==> src/rtl/fifo_cache_miss_counter_core_assert.svh <==
// Assertion macros for the FIFO cache miss counter.
// Empty bodies when SYNTH is defined.
`ifndef FIFO_CACHE_MISS_COUNTER_CORE_ASSERT_SVH
`define FIFO_CACHE_MISS_COUNTER_CORE_ASSERT_SVH

`ifndef SYNTH
// Checked at each rising edge, off while reset is asserted.
`define FCMC_ASSERT(lbl, clk, rstn, prop) \
  lbl: assert property (@(posedge clk) disable iff (!rstn) (prop)) \
    else $error("fcmc assertion failed");
// Checked at each rising edge, reset included.
`define FCMC_ASSERT_ALWAYS(lbl, clk, prop) \
  lbl: assert property (@(posedge clk) (prop)) \
    else $error("fcmc assertion failed");
`else
`define FCMC_ASSERT(lbl, clk, rstn, prop)
`define FCMC_ASSERT_ALWAYS(lbl, clk, prop)
`endif

`endif

==> src/rtl/fcmc_pkg.sv <==
package fcmc_pkg;

  // Build-time sizes
  localparam int DEPTH     = 64;
  localparam int KEY_BITS  = 16;
  localparam int CAP_W     = 7;
  localparam int CNT_W     = 16;
  localparam int CAP_RESET = 64;
  localparam int IDX_W     = (DEPTH > 1) ? $clog2(DEPTH) : 1;
  localparam int LEFT_W    = $clog2(DEPTH + 1);

  // Request and response payloads
  typedef struct packed {
    logic [KEY_BITS-1:0] key;
    logic                last_request;
  } req_t;

  typedef struct packed {
    logic             was_miss;
    logic [CNT_W-1:0] miss_count;
    logic             list_done;
  } rsp_t;

  // Lookup token passed from cell to cell
  typedef struct packed {
    logic                vld;
    logic [KEY_BITS-1:0] key;
    logic                hit;
    logic [LEFT_W-1:0]   left;  // cells still in use ahead of the token
  } scan_t;

  // Store command broadcast to all cells
  typedef struct packed {
    logic                clr;
    logic [KEY_BITS-1:0] key;
  } store_cmd_t;

  // Controller states
  typedef enum logic [1:0] {
    ST_IDLE,
    ST_SCAN,
    ST_COMMIT
  } state_e;

endpackage

==> src/rtl/fcmc_cell.sv <==
module fcmc_cell import fcmc_pkg::*; (
  input  logic       clk_i,
  input  logic       rst_ni,
  input  scan_t      tok_i,
  output scan_t      tok_o,
  input  logic       wr_i,
  input  store_cmd_t cmd_i
);

  logic [KEY_BITS-1:0] key_q;
  logic                valid_q;
  scan_t               tok_q, tok_d;
  logic                match;

  // Local tag compare, only while this cell is within the capacity in use
  always_comb begin
    match = valid_q && (key_q == tok_i.key) && (tok_i.left != '0);
  end

  always_comb begin
    tok_d      = tok_i;
    tok_d.hit  = tok_i.hit | match;
    tok_d.left = (tok_i.left == '0) ? '0 : tok_i.left - LEFT_W'(1);
  end

  // Token stage to the next cell
  always_ff @(posedge clk_i or negedge rst_ni) begin
    if (!rst_ni) begin
      tok_q <= '0;
    end else begin
      tok_q <= tok_d;
    end
  end

  // Entry valid; list clear wins over an insert
  always_ff @(posedge clk_i or negedge rst_ni) begin
    if (!rst_ni) begin
      valid_q <= 1'b0;
    end else if (cmd_i.clr) begin
      valid_q <= 1'b0;
    end else if (wr_i) begin
      valid_q <= 1'b1;
    end
  end

  // Entry key
  always_ff @(posedge clk_i) begin
    if (wr_i) begin
      key_q <= cmd_i.key;
    end
  end

  assign tok_o = tok_q;

endmodule

==> src/rtl/fcmc_ctrl.sv <==
`include "fifo_cache_miss_counter_core_assert.svh"

module fcmc_ctrl import fcmc_pkg::*; (
  input  logic             clk_i,
  input  logic             rst_ni,
  input  logic             cfg_we_i,
  input  logic [CAP_W-1:0] cfg_wdata_i,
  input  logic             in_valid_i,
  output logic             in_stall_o,
  input  req_t             in_req_i,
  output logic             out_valid_o,
  input  logic             out_stall_i,
  output rsp_t             out_rsp_o,
  output scan_t            head_o,
  input  scan_t            tail_i,
  output logic [DEPTH-1:0] wr_sel_o,
  output store_cmd_t       cmd_o
);

  state_e             state_q, state_d;
  logic [CAP_W-1:0]   cap_q;
  logic [LEFT_W-1:0]  cap_eff;
  req_t               req_q;
  logic               launch_q;
  logic               hit_q;
  logic [IDX_W-1:0]   ptr_q;
  logic [IDX_W-1:0]   slot;
  logic [IDX_W-1:0]   ptr_nxt;
  logic [LEFT_W-1:0]  slot_inc;
  logic [CNT_W-1:0]   cnt_q;
  logic [CNT_W-1:0]   cnt_new;
  logic               out_valid_q;
  rsp_t               out_rsp_q;
  logic               out_free;
  logic               accept;
  logic               commit;

  // Capacity in use: zero acts as one, clipped to the built depth
  always_comb begin
    if (cap_q == '0) begin
      cap_eff = LEFT_W'(1);
    end else if (int'(cap_q) > DEPTH) begin
      cap_eff = LEFT_W'(DEPTH);
    end else begin
      cap_eff = LEFT_W'(cap_q);
    end
  end

  // Next state
  always_comb begin
    state_d = state_q;
    unique case (state_q)
      ST_IDLE:   if (in_valid_i) state_d = ST_SCAN;
      ST_SCAN:   if (tail_i.vld) state_d = ST_COMMIT;
      ST_COMMIT: if (out_free)   state_d = ST_IDLE;
      default:   state_d = ST_IDLE;
    endcase
  end

  // State outputs
  always_comb begin
    out_free   = !out_valid_q || !out_stall_i;
    in_stall_o = (state_q != ST_IDLE);
    accept     = in_valid_i && (state_q == ST_IDLE);
    commit     = (state_q == ST_COMMIT) && out_free;
  end

  // Insert slot, pointer advance and saturating miss count
  always_comb begin
    slot     = (LEFT_W'(ptr_q) >= cap_eff) ? '0 : ptr_q;
    slot_inc = LEFT_W'(slot) + LEFT_W'(1);
    ptr_nxt  = (slot_inc >= cap_eff) ? '0 : slot_inc[IDX_W-1:0];
    if (hit_q || (cnt_q == '1)) begin
      cnt_new = cnt_q;
    end else begin
      cnt_new = cnt_q + CNT_W'(1);
    end
  end

  // At most one write select into the cell row, and the store command
  always_comb begin
    for (int i = 0; i < DEPTH; i++) begin
      wr_sel_o[i] = commit && !hit_q && (slot == IDX_W'(i));
    end
    cmd_o.clr = commit && req_q.last_request;
    cmd_o.key = req_q.key;
  end

  // Token launched into the first cell
  always_comb begin
    head_o.vld  = launch_q;
    head_o.key  = req_q.key;
    head_o.hit  = 1'b0;
    head_o.left = cap_eff;
  end

  // Control registers
  always_ff @(posedge clk_i or negedge rst_ni) begin
    if (!rst_ni) begin
      state_q     <= ST_IDLE;
      cap_q       <= CAP_W'(CAP_RESET);
      launch_q    <= 1'b0;
      ptr_q       <= '0;
      cnt_q       <= '0;
      out_valid_q <= 1'b0;
    end else begin
      state_q  <= state_d;
      launch_q <= accept;
      if (cfg_we_i) begin
        cap_q <= cfg_wdata_i;
      end
      if (commit) begin
        if (req_q.last_request) begin
          ptr_q <= '0;
          cnt_q <= '0;
        end else begin
          if (!hit_q) ptr_q <= ptr_nxt;
          cnt_q <= cnt_new;
        end
      end
      if (commit) begin
        out_valid_q <= 1'b1;
      end else if (!out_stall_i) begin
        out_valid_q <= 1'b0;
      end
    end
  end

  // Payload registers
  always_ff @(posedge clk_i) begin
    if (accept) begin
      req_q <= in_req_i;
    end
    if (tail_i.vld) begin
      hit_q <= tail_i.hit;
    end
    if (commit) begin
      out_rsp_q.was_miss   <= !hit_q;
      out_rsp_q.miss_count <= cnt_new;
      out_rsp_q.list_done  <= req_q.last_request;
    end
  end

  assign out_valid_o = out_valid_q;
  assign out_rsp_o   = out_rsp_q;

  // Checks
  `FCMC_ASSERT(a_tail_in_scan, clk_i, rst_ni, tail_i.vld |-> (state_q == ST_SCAN))
  `FCMC_ASSERT(a_one_write, clk_i, rst_ni, $onehot0(wr_sel_o))
  `FCMC_ASSERT(a_cnt_hold, clk_i, rst_ni, !commit |=> $stable(cnt_q))
  `FCMC_ASSERT(a_list_clear, clk_i, rst_ni,
               (commit && req_q.last_request) |=> (cnt_q == '0) && (ptr_q == '0))

endmodule

==> src/rtl/fifo_cache_miss_counter_core.sv <==
// Channel   Valid        Stall        Payload
// request   in_valid_i   in_stall_o   in_req_i  (key, last_request)
// response  out_valid_o  out_stall_i  out_rsp_o (was_miss, miss_count, list_done)
// config    cfg_we_i     -            cfg_wdata_i (capacity)
//
// One request at a time: a lookup token walks the cell row one cell per cycle,
// and the result is committed once the token leaves the last cell.
// The response register holds one result; a new request is taken while it waits,
// and the commit cycle waits only if that register is still stalled.
// Reset clears valid bits, pointer, miss count, and sets capacity to 64.
module fifo_cache_miss_counter_core import fcmc_pkg::*; (
  input  logic             clk_i,
  input  logic             rst_ni,
  input  logic             cfg_we_i,
  input  logic [CAP_W-1:0] cfg_wdata_i,
  input  logic             in_valid_i,
  output logic             in_stall_o,
  input  req_t             in_req_i,
  output logic             out_valid_o,
  input  logic             out_stall_i,
  output rsp_t             out_rsp_o
);

  scan_t            tok [DEPTH+1];
  logic [DEPTH-1:0] wr_sel;
  store_cmd_t       cmd;

  // Sequencer, pointer, counter and response register
  fcmc_ctrl u_ctrl (
    .clk_i       (clk_i),
    .rst_ni      (rst_ni),
    .cfg_we_i    (cfg_we_i),
    .cfg_wdata_i (cfg_wdata_i),
    .in_valid_i  (in_valid_i),
    .in_stall_o  (in_stall_o),
    .in_req_i    (in_req_i),
    .out_valid_o (out_valid_o),
    .out_stall_i (out_stall_i),
    .out_rsp_o   (out_rsp_o),
    .head_o      (tok[0]),
    .tail_i      (tok[DEPTH]),
    .wr_sel_o    (wr_sel),
    .cmd_o       (cmd)
  );

  // Row of entry cells
  for (genvar g = 0; g < DEPTH; g++) begin : g_cell
    fcmc_cell u_cell (
      .clk_i  (clk_i),
      .rst_ni (rst_ni),
      .tok_i  (tok[g]),
      .tok_o  (tok[g+1]),
      .wr_i   (wr_sel[g]),
      .cmd_i  (cmd)
    );
  end

endmodule
==> config.mk <==
export PLATFORM = sky130hd
export DESIGN_NAME = fifo_cache_miss_counter_core
export DESIGN_NICKNAME = d
export VERILOG_FILES = /design/src/rtl/fcmc_pkg.sv /design/src/rtl/fcmc_cell.sv /design/src/rtl/fcmc_ctrl.sv /design/src/rtl/fifo_cache_miss_counter_core.sv
export VERILOG_INCLUDE_DIRS = /design/src /design/src/rtl
export SDC_FILE = /design/constraint.sdc
export NUM_CORES = 2
export LEC_CHECK = 0
export CAP_MARGIN = 30
export CORE_ASPECT_RATIO = 1.25
export CORE_MARGIN = 2
export CORE_UTILIZATION = 55
export CTS_BUF_LIST = sky130_fd_sc_hd__clkbuf_8
export CTS_CLUSTER_SIZE = 10
export DETAILED_ROUTE_END_ITERATION = 16
export DONT_BUFFER_PORTS = 1
export GPL_TIMING_DRIVEN = 1
export PLACE_DENSITY = 0.7
export SLEW_MARGIN = 20
export SYNTH_ARGS = -nofsm -noshare
export SYNTH_HDL_FRONTEND = slang
export SYNTH_HIERARCHICAL = 1
export SYNTH_SLANG_ARGS = --single-unit
==> constraint.sdc <==
create_clock -name clk_i -period 6.77 [get_ports clk_i]
set_input_delay 1.0155 -clock clk_i [delete_from_list [all_inputs] [get_ports clk_i]]
set_output_delay 1.0155 -clock clk_i [all_outputs]
set_load 0.02 [all_outputs]
==> impl_metrics.csv <==
group,metric,value,unit
clocking,cts_post_setup_buffers_inserted,0,
pwr,p_sw,0.00877,W
cells_and_area,final_cell_mix,"1,673 x dfrtp_1, 1,060 x edfxtp_1, 864 x xnor2_1",
worst_setup_path,critPathMaxFanout,14,
worst_setup_path,worstSetupPathType,"reg -> reg",
floorplan,die_area,180000,um^2
pwr,p_leak,44.1,nW
min_path,min_from,"cfg_wdata_i[5]",
routing,ant_nets,0,
grt,grt.overflow.total,0,
worst_setup_path,rrSetupSlack,1380,ps
routing,drt_pass1_iterations,5,
clocking,cts_max_level,5,
run_status,outcome,"complete, no violations",
min_path,whs_path_depth,1,
worst_setup_path,crit_required,7740,ps
routing,drc,0,
worst_setup_path,end_kind,"register",
yosys,synth_area_per_cell,16.4,um^2
sta,hold_violations,0,
min_path,holdCritPathClass,"in -> reg",
floorplan,core-area,176000,um^2
routing,drtIter0Drc,2848,
worst_setup_path,startpoint_type,"register",
clocking,clk_latency,1070,ps
pwr,vdd_drop_max,0.274,mV
routing,wl_per_cell,19.8,um
place,gp_congestion,0.797,
place,place_inst,8326,
pwr,power_frac_seq,54.6,%
sta,fmax,186,MHz
routing,routed_via_density,5.20,
cells_and_area,final_common_cell,"dfrtp_1",
worst_setup_path,cp.arrival,6360,ps
cells_and_area,instances_no_fill,9090,
yosys,synth_fp_nets,6039,
clocking,cts.sinks,2734,
sta,drv_slew,0,
clocking,clk_pin_slew,70,ps
sta,max_slew_margin,30.0,%
floorplan,die_w,380,um
cells_and_area,layout-drive-gt1-share,14.0,%
sta,worstMarginPinSlew,1050,ps
flow_run,drv_cap,0,
cells_and_area,nets,6520,
floorplan,ioPinCount,49,
sta,layout_min_cycle_time,5390,ps
place,pre_cts_ws,1460,ps
clocking,cts_resized,0,
pwr,pwr_density_cell,325,nW/um^2
grt,grt_pass1_vias,50800,
grt,grt_max_degree,234,
grt,antenna_found_initial,15,
grt,grt_pass1_wl,284000,um
pwr,p_sw_share,24.8,%
grt,groute.usage.overall,20.6,%
sta,period_share,79.6,%
sta,setup_ws,1380,ps
sta,setup_violations,0,
place,io_buffers,0,
clocking,cts_tree,"yes",
cells_and_area,area.growth.synth_to_final,12.3,%
pwr,power_frac_clock,36.0,%
floorplan,die-height,474,um
clocking,numCtsBuffers,401,
worst_setup_path,r2r_cells,19,
yosys,synthCells,5928,
min_path,holdPathEnd,"u_ctrl/cap_q[5]",
routing,vias,47300,
clocking,cts_root_buf,"clkbuf_8",
floorplan,rows,172,
floorplan,start_util,55.3,%
yosys,synthesis.area,97100,um^2
routing,wl,180000,um
sta,rsz0062_at_grt,"no",
pwr,combPwrFrac,9.4,%
yosys,yosysWarnings,6,
sta,tns,0,ps
worst_setup_path,r2r-end,"u_ctrl/ptr_q[2]",
sta,fin_skew,89.8,ps
place,hpwl,113000,um
worst_setup_path,reg2reg_from,"u_ctrl/cap_q[1]",
clocking,clk_path_buf_depth,4,
pwr,internal-power,0.0266,W
==> metal layers <==
layer	share of wire [%]	GRT usage, %	vias to the layer above
met5	0.049	0	-
met4	2.9	7.54	14
met3	5.3	4.18	349
met2	51	35.5	1023
met1	41	25.9	24300
li1	-	-	21600
==> state kept, by name, indices dropped and copies added, names as in the netlist <==
signal and count:
g_cell.u_cell/tok_o 1577, g_cell.u_cell/key_q 1024, g_cell.u_cell/valid_q 64, u_ctrl/out_rsp_o 18, u_ctrl/cmd_o 16, u_ctrl/cnt_q 16
u_ctrl/cap_q 7, u_ctrl/ptr_q 6, u_ctrl/state_q 2, u_ctrl/hit_q 1, u_ctrl/launch_q 1, u_ctrl/out_valid_o 1
u_ctrl/req_q 1
==> critical path, stage by stage, from the launching register on <==
cell,delay (ps)
dfrtp_1,390
nor3_1,240
a21oi_1,100
nor2_1,370
ha_1,320
nand2b_1,150
a211oi_2,280
o32a_1,420
buf_4,260
nand2_1,130
inv_2,110
ha_1,340
nand3_1,640
nor2_1,320
ha_1,290
inv_1,60
o2111a_1,200
o211ai_1,230
o31ai_1,290
a22o_1,170
==> area by class of cell <==
type | instances | area (um^2)
clock buffers | 480 | 6610
inverters | 210 | 788
flip-flops and latches | 2734 | 73700
multi-input cells | 2927 | 22200
fillers | 12600 | 66600
well taps | 2349 | 2940
repair buffers | 135 | 1450
clock inverters | 251 | 1290
diodes | 4 | 10.0
==> repair_timing <==
action / in CTS / in global routing
hold buffers: 23 / 0
setup endpoints to repair: 0 / 0
hold endpoints to repair: 131 / 0
==> power by group through the flow <==
stage,logic [W],clock network (W),registers [W]
2_1_floorplan,0.00263,0,0.0194
3_3_place_gp,0.00326,0,0.0196
3_5_place_dp,0.00334,0,0.0196
4_1_cts,0.00338,0.0131,0.0193
5_1_grt,0.00384,0.0138,0.0195
6_report,0.00332,0.0127,0.0193
==> worst max path at each step <==
stage | from | endpoint | cells past startpoint
2_1_floorplan | out_stall_i | g_cell[0].u_cell/valid_q | 6
4_1_cts | u_ctrl/cap_q[1] | u_ctrl/ptr_q[2] | 19
6_report | u_ctrl/cap_q[1] | u_ctrl/ptr_q[2] | 19
3_5_place_dp | u_ctrl/cap_q[1] | u_ctrl/ptr_q[2] | 19
5_1_grt | u_ctrl/cap_q[1] | u_ctrl/ptr_q[2] | 19
3_3_place_gp | rst_ni | g_cell[19].u_cell/tok_o[11] | 4
==> stage by stage <==
step / instance area, um^2 / total power, W / hold slack (ps) / util, %
final: 109000 / 0.0354 / 117 / 62.1
after global routing: 109000 / 0.0371 / 48.8 / 62.1
after global placement: 101000 / 0.0229 / 333 / 57.2
after CTS: 109000 / 0.0358 / 0.803 / 62.0
after floorplan: 97100 / 0.0220 / 331 / -
after detailed placement: 101000 / 0.0230 / 335 / 57.3
Power figures use the tool's default switching activity.
